File: src/design/b64_pkg.sv
`timescale 1ns / 1ps
`default_nettype none
package b64_pkg;

  localparam int QueueDepth = 2;

  localparam logic [1:0] KIND_DATA  = 2'd0;
  localparam logic [1:0] KIND_END   = 2'd1;
  localparam logic [1:0] KIND_ERROR = 2'd2;

  localparam logic [7:0] PAD_CHAR = 8'h3d;

  typedef struct packed {
    logic [3:0][7:0] bytes;
    logic [1:0]      last_idx;
    logic [1:0]      kind;
    logic            last;
  } job_t;

  function automatic logic [7:0] b64_char(input logic [5:0] v);
    logic [7:0] w;
    w = {2'b00, v};
    if (v < 6'd26) begin
      b64_char = 8'h41 + w;
    end else if (v < 6'd52) begin
      b64_char = 8'h61 + w - 8'd26;
    end else if (v < 6'd62) begin
      b64_char = 8'h30 + w - 8'd52;
    end else if (v == 6'd62) begin
      b64_char = 8'h2b;
    end else begin
      b64_char = 8'h2f;
    end
  endfunction

  // bit 6 set marks a character outside the alphabet
  function automatic logic [6:0] b64_value(input logic [7:0] c);
    if (c >= 8'h41 && c <= 8'h5a) begin
      b64_value = 7'(c - 8'h41);
    end else if (c >= 8'h61 && c <= 8'h7a) begin
      b64_value = 7'(c - 8'h61 + 8'd26);
    end else if (c >= 8'h30 && c <= 8'h39) begin
      b64_value = 7'(c - 8'h30 + 8'd52);
    end else if (c == 8'h2b) begin
      b64_value = 7'd62;
    end else if (c == 8'h2f) begin
      b64_value = 7'd63;
    end else begin
      b64_value = 7'd64;
    end
  endfunction

endpackage
`default_nettype wire

File: src/design/b64_front.sv
`timescale 1ns / 1ps
`default_nettype none
module b64_front import b64_pkg::*; (
  input  wire logic       clk,
  input  wire logic       rst,
  input  wire logic       mode_we,
  input  wire logic       mode_data,
  input  wire logic       accept,
  input  wire logic [7:0] data_byte,
  input  wire logic       end_of_message,
  output job_t            job,
  output logic            job_valid
);

  logic       mode;
  logic [5:0] store;
  logic [2:0] count;
  logic [1:0] phase;
  logic       error_seen;

  logic [5:0] store_next;
  logic [2:0] count_next;
  logic [1:0] phase_next;
  logic       error_next;

  always_comb begin
    logic [5:0]  c0;
    logic [5:0]  c1;
    logic        two;
    logic [5:0]  flush;
    logic [2:0]  n;
    logic [1:0]  pad;
    logic [11:0] acc;
    logic        skip;
    logic [6:0]  v;
    job = '0;
    job_valid = 1'b0;
    store_next = store;
    count_next = count;
    phase_next = phase;
    error_next = error_seen;
    c0 = '0;
    c1 = '0;
    two = 1'b0;
    flush = '0;
    n = '0;
    pad = '0;
    acc = {store, data_byte[5:0]};
    skip = 1'b0;
    v = '0;
    if (!mode) begin
      case (count)
        3'd2: begin
          c0 = {store[1:0], data_byte[7:4]};
          store_next = {2'b00, data_byte[3:0]};
          count_next = 3'd4;
          flush = {data_byte[3:0], 2'b00};
        end
        3'd4: begin
          c0 = {store[3:0], data_byte[7:6]};
          c1 = data_byte[5:0];
          two = 1'b1;
          store_next = '0;
          count_next = 3'd0;
        end
        default: begin
          c0 = data_byte[7:2];
          store_next = {4'b0000, data_byte[1:0]};
          count_next = 3'd2;
          flush = {data_byte[1:0], 4'b0000};
        end
      endcase
      phase_next = (phase >= 2'd2) ? 2'd0 : phase + 2'd1;
      job.bytes[n[1:0]] = b64_char(c0);
      n = n + 3'd1;
      if (two) begin
        job.bytes[n[1:0]] = b64_char(c1);
        n = n + 3'd1;
      end
      if (end_of_message) begin
        if (count_next != 3'd0) begin
          job.bytes[n[1:0]] = b64_char(flush);
          n = n + 3'd1;
        end
        if (phase_next == 2'd1) begin
          pad = 2'd2;
        end else if (phase_next == 2'd2) begin
          pad = 2'd1;
        end
        if (pad != 2'd0) begin
          job.bytes[n[1:0]] = PAD_CHAR;
          n = n + 3'd1;
        end
        if (pad == 2'd2) begin
          job.bytes[n[1:0]] = PAD_CHAR;
          n = n + 3'd1;
        end
      end
      job.kind = KIND_DATA;
      job.last = end_of_message;
      job.last_idx = 2'(n - 3'd1);
      job_valid = 1'b1;
    end else begin
      skip = (data_byte == 8'h20) || (data_byte >= 8'h09 && data_byte <= 8'h0d) ||
             (data_byte == PAD_CHAR);
      v = b64_value(data_byte);
      acc = {store, v[5:0]};
      job.kind = KIND_END;
      if (!error_seen && !skip) begin
        if (v[6]) begin
          error_next = 1'b1;
          job.kind = KIND_ERROR;
          job_valid = 1'b1;
        end else begin
          store_next = v[5:0];
          case (count)
            3'd6: begin
              job.bytes[0] = acc[11:4];
              count_next = 3'd4;
              job.kind = KIND_DATA;
              job_valid = 1'b1;
            end
            3'd4: begin
              job.bytes[0] = acc[9:2];
              count_next = 3'd2;
              job.kind = KIND_DATA;
              job_valid = 1'b1;
            end
            3'd2: begin
              job.bytes[0] = acc[7:0];
              count_next = 3'd0;
              job.kind = KIND_DATA;
              job_valid = 1'b1;
            end
            default: begin
              count_next = 3'd6;
            end
          endcase
        end
      end
      job.last = end_of_message;
      job.last_idx = 2'd0;
      job_valid = job_valid || end_of_message;
    end
    if (end_of_message) begin
      store_next = '0;
      count_next = '0;
      phase_next = '0;
      error_next = 1'b0;
    end
  end

  always_ff @(posedge clk) begin
    if (rst) begin
      mode <= 1'b0;
      store <= '0;
      count <= '0;
      phase <= '0;
      error_seen <= 1'b0;
    end else if (mode_we) begin
      mode <= mode_data;
      store <= '0;
      count <= '0;
      phase <= '0;
      error_seen <= 1'b0;
    end else if (accept) begin
      store <= store_next;
      count <= count_next;
      phase <= phase_next;
      error_seen <= error_next;
    end
  end

endmodule
`default_nettype wire

File: src/design/b64_queue.sv
`timescale 1ns / 1ps
`default_nettype none
module b64_queue import b64_pkg::*; #(
  parameter int DEPTH = QueueDepth
) (
  input  wire logic clk,
  input  wire logic rst,
  input  wire logic wr_en,
  input  job_t      wr_job,
  output logic      full,
  input  wire logic rd_en,
  output job_t      rd_job,
  output logic      nonempty
);

  localparam int PtrW = (DEPTH > 1) ? $clog2(DEPTH) : 1;
  localparam int CntW = $clog2(DEPTH + 1);

  job_t            mem [DEPTH];
  logic [PtrW-1:0] wr_ptr;
  logic [PtrW-1:0] rd_ptr;
  logic [CntW-1:0] fill;

  assign full = (fill == CntW'(DEPTH));
  assign nonempty = (fill != '0);
  assign rd_job = mem[rd_ptr];

  always_ff @(posedge clk) begin
    if (wr_en) begin
      mem[wr_ptr] <= wr_job;
    end
  end

  always_ff @(posedge clk) begin
    if (rst) begin
      wr_ptr <= '0;
      rd_ptr <= '0;
      fill <= '0;
    end else begin
      if (wr_en) begin
        wr_ptr <= (wr_ptr == PtrW'(DEPTH - 1)) ? '0 : wr_ptr + PtrW'(1);
      end
      if (rd_en) begin
        rd_ptr <= (rd_ptr == PtrW'(DEPTH - 1)) ? '0 : rd_ptr + PtrW'(1);
      end
      if (wr_en && !rd_en) begin
        fill <= fill + CntW'(1);
      end else if (rd_en && !wr_en) begin
        fill <= fill - CntW'(1);
      end
    end
  end

endmodule
`default_nettype wire

File: src/design/b64_back.sv
`timescale 1ns / 1ps
`default_nettype none
module b64_back import b64_pkg::*; (
  input  wire logic       clk,
  input  wire logic       rst,
  input  job_t            job,
  input  wire logic       job_ready,
  output logic            job_take,
  output logic            empty,
  input  wire logic       pop,
  output logic [7:0]      out_byte,
  output logic [1:0]      kind,
  output logic            last_result
);

  logic       out_valid;
  logic [1:0] idx;
  logic       load;
  logic       final_beat;

  assign empty = !out_valid;
  assign load = job_ready && (!out_valid || pop);
  assign final_beat = (idx == job.last_idx);
  assign job_take = load && final_beat;

  always_ff @(posedge clk) begin
    if (load) begin
      out_byte <= job.bytes[idx];
      kind <= job.kind;
      last_result <= job.last && final_beat;
    end
  end

  always_ff @(posedge clk) begin
    if (rst) begin
      out_valid <= 1'b0;
      idx <= '0;
    end else begin
      if (load) begin
        out_valid <= 1'b1;
        idx <= final_beat ? 2'd0 : idx + 2'd1;
      end else if (pop) begin
        out_valid <= 1'b0;
      end
    end
  end

endmodule
`default_nettype wire

File: src/design/base64_codec.sv
`timescale 1ns / 1ps
`default_nettype none
// Streaming Base64 codec (standard alphabet). mode 0 encodes one raw byte per
// beat into one to four characters (padding on the end-of-message byte);
// mode 1 decodes one character per beat into at most one result byte, error
// or end marker. Each input beat is classified and its results worked out in
// the cycle it is taken, then queued; the result side drains the queue at one
// beat per cycle while pop keeps up. A new input beat can be taken whenever
// the queue is not full, and each result is handed out on its own beat: one or
// two mid-message in encode (four results per three bytes sustained), up to
// four on the end-of-message byte, at most one in decode. Write mode only
// while the block is idle; the write clears the message state.
module base64_codec import b64_pkg::*; #(
  parameter int QUEUE_DEPTH = QueueDepth
) (
  input  wire logic       clk,
  input  wire logic       rst,
  input  wire logic       mode_we,
  input  wire logic       mode_data,
  input  wire logic       push,
  output logic            full,
  input  wire logic [7:0] data_byte,
  input  wire logic       end_of_message,
  output logic            empty,
  input  wire logic       pop,
  output logic [7:0]      out_byte,
  output logic [1:0]      kind,
  output logic            last_result
);

  job_t front_job;
  job_t head_job;
  logic front_valid;
  logic accept;
  logic head_ready;
  logic head_take;

  assign accept = push && !full;

  b64_front u_front (
    .clk            (clk),
    .rst            (rst),
    .mode_we        (mode_we),
    .mode_data      (mode_data),
    .accept         (accept),
    .data_byte      (data_byte),
    .end_of_message (end_of_message),
    .job            (front_job),
    .job_valid      (front_valid)
  );

  b64_queue #(
    .DEPTH (QUEUE_DEPTH)
  ) u_queue (
    .clk      (clk),
    .rst      (rst),
    .wr_en    (accept && front_valid),
    .wr_job   (front_job),
    .full     (full),
    .rd_en    (head_take),
    .rd_job   (head_job),
    .nonempty (head_ready)
  );

  b64_back u_back (
    .clk         (clk),
    .rst         (rst),
    .job         (head_job),
    .job_ready   (head_ready),
    .job_take    (head_take),
    .empty       (empty),
    .pop         (pop),
    .out_byte    (out_byte),
    .kind        (kind),
    .last_result (last_result)
  );

endmodule
`default_nettype wire
File: config.mk
export PLATFORM = sky130hd
export DESIGN_NAME = base64_codec
export DESIGN_NICKNAME = d
export VERILOG_FILES = /design/src/design/b64_pkg.sv /design/src/design/b64_front.sv /design/src/design/b64_queue.sv /design/src/design/b64_back.sv /design/src/design/base64_codec.sv
export SDC_FILE = /design/constraint.sdc
export NUM_CORES = 1
export LEC_CHECK = 0
export BUFFER_PORTS_ARGS = -buffer_cell sky130_fd_sc_hd__buf_2
export CAP_MARGIN = 20
export CORE_ASPECT_RATIO = 0.7
export CORE_MARGIN = 8
export CORE_UTILIZATION = 25
export CTS_BUF_LIST = sky130_fd_sc_hd__clkbuf_8
export CTS_CLUSTER_DIAMETER = 40
export DETAILED_ROUTE_END_ITERATION = 12
export PLACE_DENSITY = 0.48
export SLEW_MARGIN = 20
export SYNTH_ARGS = -nofsm -noshare
export SYNTH_HDL_FRONTEND = slang
export SYNTH_SLANG_ARGS = --single-unit
File: constraint.sdc
create_clock -name clk -period 13.46 [get_ports clk]
set_input_delay 2.019 -clock clk [delete_from_list [all_inputs] [get_ports clk]]
set_output_delay 2.019 -clock clk [all_outputs]
set_load 0.05 [all_outputs]
==> impl_results.md, run 1 <==
- Status: complete, no violations
- Die X: 203 um
- Yosys reg bits: 91
- Setup_tns: 0 ns
- Number of enable flip-flop cells after synthesis: 71
- PostCTS Resize Cnt: 0
- Die Area: 0.0299 mm2
- Non-filler cells, final: 965
- Post-route ant nets: 0
- Worst Min Path Start: u_back.out_valid
- Layout area overhead: 9.51%
- DR iter-0 viols: 381
- Main combinational cell family by area after synthesis: compound AO/OA/AOI/OAI gates
- Worst setup EP type: flop
- Drt wl/cell: 17.9 um
- Post-CTS Setup Bufs: 0
- Yosys top cell by area: edfxtp_1
- Crit path max fanout: 30
- Worst r2r src: u_front.count[1]
- CTS Buf Count: 9
- Relative slew slack: 46.9%
- Die Y-Extent: 147 um
- Hold Crit Class: reg2reg
- RSZ-0062 raised after global routing: false
- Data required time at the worst endpoint: 13.47 ns
- Worst Tran Pin Value: 0.794 ns
- Root Buffer: clkbuf_8
- Port Buffers: 27
- Data arrival, critical path: 4.83 ns
- Most common cell after layout, fill and taps aside: edfxtp_1
- Power Density: 138 mW/mm2
- Period utilisation layout: 35.8%
- Max clock buf depth: 2
- Leakage: 2.36 nW
- Vias in the first global route: 4688
- GPL Wtd Cong: 0.859
- Register area share after synthesis: 41.2%
- Maximum VDD drop: 0.000101 V
- Final hold viol count: 0
- YS warnings: 0
- Hold-fix buffers, CTS: 0
- Crit start category: input port
- Worst-skew pair later-pin latency: 0.36 ns
- Initial Util: 25.2%
- Mux contribution to synthesized area: 7.17%
- Dpl cells: 949
- TritonCTS clock tree: done
- Reg2Reg Setup Slack: 9.66 ns
- Congestion Overflow GR: 0
- Vias: 4907
- Number of nets in the layout: 684
- DP Wirelength: 13100 um
- Core ar.: 0.0244 mm2
- First-pass GRT wire length: 28100 um
- Path depth of the worst reg2reg path: 9
- Simple-Gate Fraction of Synth Area: 15.8%
- Layout cells sized above 1: 13.3%
- Synth async-reset ratio: 0%
- FMAX: 208 MHz
- Hold path depth: 2
- Post-route minimum period: 4.81 ns
- DR vias/cell: 5.08
- # clock sinks: 91
- Complex-gate fraction of the synthesized area: 20.7%
- Antenna violations before repair: 0
- IO Count: 28
- DR DRC count: 0
- Slew Viols, Final: 0
- Cell variety after synth: 80
- Yosys top cell area share: 34.7%
- GRT Resource Usage Total: 11.8%
- Cell area after synthesis: 0.00615 mm2
- Row count: 48
- Final WL: 17300 um
- Top post-synthesis cells by area: edfxtp_1 (35%), ha_1 (6.9%), dfxtp_1 (6.5%), a21oi_1 (3.5%), o21ai_0 (3.4%)
- FF-to-FF End: u_queue.mem[1][7]
- Final setup fails: 0
- Max Cap Viol: 0
- H-tree levels: 3
- Xor/xnor cell area share of the yosys netlist: 2.99%
- Ys flop type: edfxtp_1
- Post-Syn Nets: 680
- Pin count of the biggest net entering global routing: 38
- Hold WS: 0.508 ns
- Gate Count Post-Synth: 631
- Syn Area/Cell: 9.74 um2
- Adder-cell area share of the yosys netlist: 6.92%
- Hold Crit Endpoint: u_back.out_valid
- Most frequent cells in the layout: edfxtp_1 (71), nor2_1 (50), nand2_1 (47)
- # diodes: 0
- Clk_skew: 0.0111 ns
- Worst setup path class: in2reg
- TritonRoute pass-1 iters: 4
- Clock-pin slew on the worst setup and hold paths: 0.09 ns
==> routing by layer <==
metal	share of wire [%]	vias to the layer above	GRT usage [%]	wire length, um
met5	0	-	0	0
met4	0.40	0	1.41	70
met3	6.4	5	2.93	1110
met2	39	173	16.0	6790
met1	54	2356	18.5	9340
li1	-	2373	-	-
==> Yosys cell counts, types with 15 or more instances <==
master,count
dfxtp_1,20
xnor2_1,16
ha_1,34
inv_1,36
o21ai_0,42
nand3_1,15
a21oi_1,43
nor3_1,20
clkbuf_1,22
nor2_1,50
mux2i_1,19
edfxtp_1,71
nand2_1,47
==> cell families (layout without fill, tap and decap cells) <==
kind of cell	Yosys count	in the layout
AOI/OAI and AO/OA	181	181
adders and majority gates	34	34
buffers and inverters	78	87
xor gates and xnor gates	21	21
and+or+nand+nor	193	193
muxes	33	33
DFF	91	91
==> stage by stage <==
stage                     cell area (um2)  power [mW]  util, %  setup slack (ns)
after floorplan                      6150       0.678        -              7.52
after global placement               6560       0.776     26.9              8.34
after detailed placement             6560       0.774     26.9              8.30
after CTS                            6730       0.939     27.6              8.69
after global routing                 6730       0.984     27.6              8.48
final                                6730       0.927     27.6              8.65
==> final cells by class <==
class	count	area, um2
Tap cell	325	407
Clock buffer	9	124
Timing Repair Buffer	34	188
Multi-Input combinational cell	462	3300
Sequential cell	91	2530
Clock inverter	7	43.8
Inverter	37	139
Fill cell	2635	17700
==> worst max-delay path by stage <==
stage,start,to,slack [ns],cells after the start
final,data_byte[2],u_queue.mem[0][9],8.65,10
after global routing,data_byte[3],u_queue.mem[0][10],8.48,10
after CTS,data_byte[2],u_queue.mem[0][9],8.69,10
after detailed placement,data_byte[2],u_queue.mem[0][14],8.30,10
after global placement,data_byte[2],u_queue.mem[1][16],8.34,10
after floorplan,data_byte[3],u_queue.mem[0][0],7.52,10
==> power breakdown <==
group          switching, mW  internal, mW
clock network         0.0966        0.0662
logic                  0.235         0.118
registers             0.0289         0.382
total                  0.361         0.566
==> registers in the layout, indices dropped and copies added, names as in the netlist, named ones only <==
name and flops:
u_queue.mem 60, u_back.out_byte 8, u_front.store 6, u_back.idx 2, u_back.kind 2, u_front.count 2
u_front.phase 2, u_queue.fill 2, u_back.last_result 1, u_back.out_valid 1, u_front.error_seen 1, u_front.mode 1
u_queue.rd_ptr 1, u_queue.wr_ptr 1
==> critical path, stage by stage <==
cell and delay [ns]:
buf_2 0.30, inv_1 0.24, ha_1 0.28, and4bb_2 0.24, a311o_1 0.35, nand2b_4 0.20
o22a_4 0.25, a41oi_2 0.35, nor2b_2 0.20, buf_4 0.37
Note: power is estimated with default switching activity, not from simulation.
==> run 2, diff against run 1 <==
Clock period 13.46 ns to 5 ns, I/O delays scaled along.
==> run 2 against run 1 <==
Core utilization grew 0.16 points; first-iteration DRC count grew 8.1%; non-clock buffer count grew 2; highest routed layer unchanged; setup slack lost 7.5 ns; global-route usage is essentially flat; via count grew 1.0%; combinational power grew to 2.7 times the previous value; cell count grew 0.21%.
==> impl_results.md, run 2 (synthesis gave the netlist of run 1 again) <==
- Reg with most FFs: u_queue.mem (unchanged)
- TritonRoute pass-1 iters: 5 (was 4)
- Hold-fix buffers, CTS: 0 (unchanged)
- CP top delay family: compound AO/OA/AOI/OAI gates (unchanged)
- Max stage delay on crit path: 0.46 ns (was 0.37 ns)
- # clock sinks: 91 (unchanged)
- Setup_tns: 0 ns (unchanged)
- Die Y-Extent: 147 um (unchanged)
- Critical Path, Cell by Cell: inv_1 > ha_1 > buf_4 > a22o_1 > mux2i_2 > inv_2 > ha_1 > nand2b_1 > o21ai_0 > o311ai_0 > o211ai_1 > a21oi_1 > o22ai_1 (was buf_2 > inv_1 > ha_1 > and4bb_2 > a311o_1 > nand2b_4 > o22a_4 > a41oi_2 > nor2b_2 > buf_4)
- Post-route minimum period: 3.82 ns
- Max Cap Viol: 0 (unchanged)
- Final setup fails: 0 (unchanged)
- Cell Int Power: 1.58 mW (was 0.566 mW)
- DR vias/cell: 5.13 (was 5.08)
- Hold Crit Class: reg2reg (unchanged)
- Worst setup EP type: flop (unchanged)
- NetSw: 0.975 mW (was 0.361 mW)
- CP Buf/Inv Count: 3 (unchanged)
- Leakage: 2.39 nW (was 2.36 nW)
- Post-CTS Setup Bufs: 0 (unchanged)
- First-pass GRT wire length: 27900 um (was 28100 um)
- # diodes: 0 (unchanged)
- Status: complete, no violations (unchanged)
- Data required time at the worst endpoint: 5.08 ns (was 13.47 ns)
- PostCTS Resize Cnt: 0 (unchanged)
- Data arrival, critical path: 3.90 ns (was 4.83 ns)
- Clk_skew: 0.00976 ns (was 0.0111 ns)
- GR peak layer: met1 (unchanged)
- Combinational fraction of design power: 37.4% (was 38.2%)
- Max clock buf depth: 2 (unchanged)
- Final WL: 17600 um (was 17300 um)
- Initial Util: 25.2% (unchanged)
- Most frequent cells in the layout: edfxtp_1 (71), nor2_1 (50), nand2_1 (47) (unchanged)
- Clock-pin slew on the worst setup and hold paths: 0.09 ns (about the same)
- Vias: 4958 (was 4907)
- Final hold viol count: 0 (unchanged)
- IO Count: 28 (unchanged)
- Met3 Track Usage GR: 3.37% (was 2.93%)
- Core ar.: 0.0244 mm2 (unchanged)
- Post-route ant nets: 0 (unchanged)
- Layout cells sized above 1: 13.7% (was 13.3%)
- Pin count of the biggest net entering global routing: 36 (was 38)
- GRT Resource Usage Total: 11.8% (about the same)
- Most common cell after layout, fill and taps aside: edfxtp_1 (unchanged)
- Relative slew slack: 43.7% (was 46.9%)
- FMAX: 262 MHz
- H-tree levels: 3 (unchanged)
- Period utilisation layout: 76.3%
- Power share of the clock group: 19.2% (was 17.6%)
- Power Density: 377 mW/mm2 (was 138 mW/mm2)
- Port Buffers: 27 (unchanged)
- Met2 usage in global routing: 15.7% (was 16.0%)
- DR iter-0 viols: 412 (was 381)
- Crit path max fanout: 22 (was 30)
- Worst-skew pair later-pin latency: 0.36 ns (about the same)
- Die X: 203 um (unchanged)
- Row count: 48 (unchanged)
- Seq pwr share: 43.4% (was 44.3%)
- Top cell by count, worst path: ha_1
- Regs by FF count: u_queue.mem (60), u_back.out_byte (8), u_front.store (6) (unchanged)
- Hold WS: 0.500 ns (was 0.508 ns)
- Crit start category: flop (was input port)
- DP Wirelength: 13200 um (was 13100 um)
- CTS Buf Count: 9 (unchanged)
- RSZ-0062 raised after global routing: false (unchanged)
- Layout area overhead: 10.2% (was 9.51%)
- Die Area: 0.0299 mm2 (unchanged)
- Sw Ratio: 38.2% (was 38.9%)
- Maximum VDD drop: 0.000240 V (was 0.000101 V)
- Worst setup path class: reg2reg (was in2reg)
- Slowest-stage cell, CP: ha_1 (was buf_4)
- Max reg flops: 60 (unchanged)
- TritonCTS clock tree: done (unchanged)
- Vias in the first global route: 4680 (was 4688)
- Root Buffer: clkbuf_8 (unchanged)
- Number of nets in the layout: 686 (was 684)
- Congestion Overflow GR: 0 (unchanged)
- Antenna violations before repair: 0 (unchanged)
- Drt wl/cell: 18.2 um (was 17.9 um)
- GPL Wtd Cong: 0.861 (was 0.859)
- Worst Tran Pin Value: 0.841 ns (was 0.794 ns)
- Slew Viols, Final: 0 (unchanged)
- DR DRC count: 0 (unchanged)
- Met1 usage in global routing: 18.3% (was 18.5%)
## run 2: final timing paths
check | cells after the start | slack, ns | to | from
max | 13 | 1.18 | u_queue.mem[1][9] | u_front.count[1]
min reg2reg | 1 | 0.50 | u_front.store[5] | u_front.store[5]
min | 1 | 0.50 | u_front.store[5] | u_front.store[5]
max reg2reg | 13 | 1.18 | u_queue.mem[1][9] | u_front.count[1]
## run 2: power groups by stage
stage	Clock [mW]	Sequential [mW]	Combinational, mW
2_1_floorplan	0	1.25	0.574
3_3_place_gp	0	1.13	0.962
3_5_place_dp	0	1.13	0.961
4_1_cts	0.508	1.11	0.965
5_1_grt	0.537	1.13	1.04
6_report	0.491	1.11	0.954
## run 2: stage by stage
| step | setup slack (ns) | cell area, um2 | utilization (%) | power, mW | instances |
|---|---|---|---|---|---|
| 6_report | 1.18 | 6770 | 27.8 | 2.55 | 967 |
| 5_1_grt | 0.844 | 6770 | 27.8 | 2.71 | 967 |
| 4_1_cts | 1.27 | 6770 | 27.8 | 2.59 | 967 |
| 3_5_place_dp | 1.08 | 6580 | 27.0 | 2.09 | 951 |
| 3_3_place_gp | 1.13 | 6580 | 27.0 | 2.09 | 951 |
| 2_1_floorplan | 0.326 | 6150 | - | 1.83 | 631 |
## run 2: worst reg2reg max path, cell delays in order (launching register included)
cell,delay [ns]
dfxtp_1,0.41
inv_1,0.11
ha_1,0.46
buf_4,0.35
a22o_1,0.29
mux2i_2,0.41
inv_2,0.11
ha_1,0.25
nand2b_1,0.29
o21ai_0,0.13
o311ai_0,0.12
o211ai_1,0.17
a21oi_1,0.29
o22ai_1,0.15
## run 2: per-layer routing
| metal | wire length [um] | share of wire (%) |
|---|---|---|
| met5 | 0 | 0 |
| met1 | 9290 | 53 |
| met4 | 144 | 0.82 |
| met2 | 6780 | 38 |
| met3 | 1410 | 8.0 |
## run 2: cell type report
type | instances | area [um2]
fill | 2643 | 17600
inverter | 37 | 139
timing repair buffer | 36 | 203
clock inverter | 7 | 68.8
clock buffer | 9 | 124
sequential | 91 | 2530
multi-input combinational | 462 | 3300
tap | 325 | 407
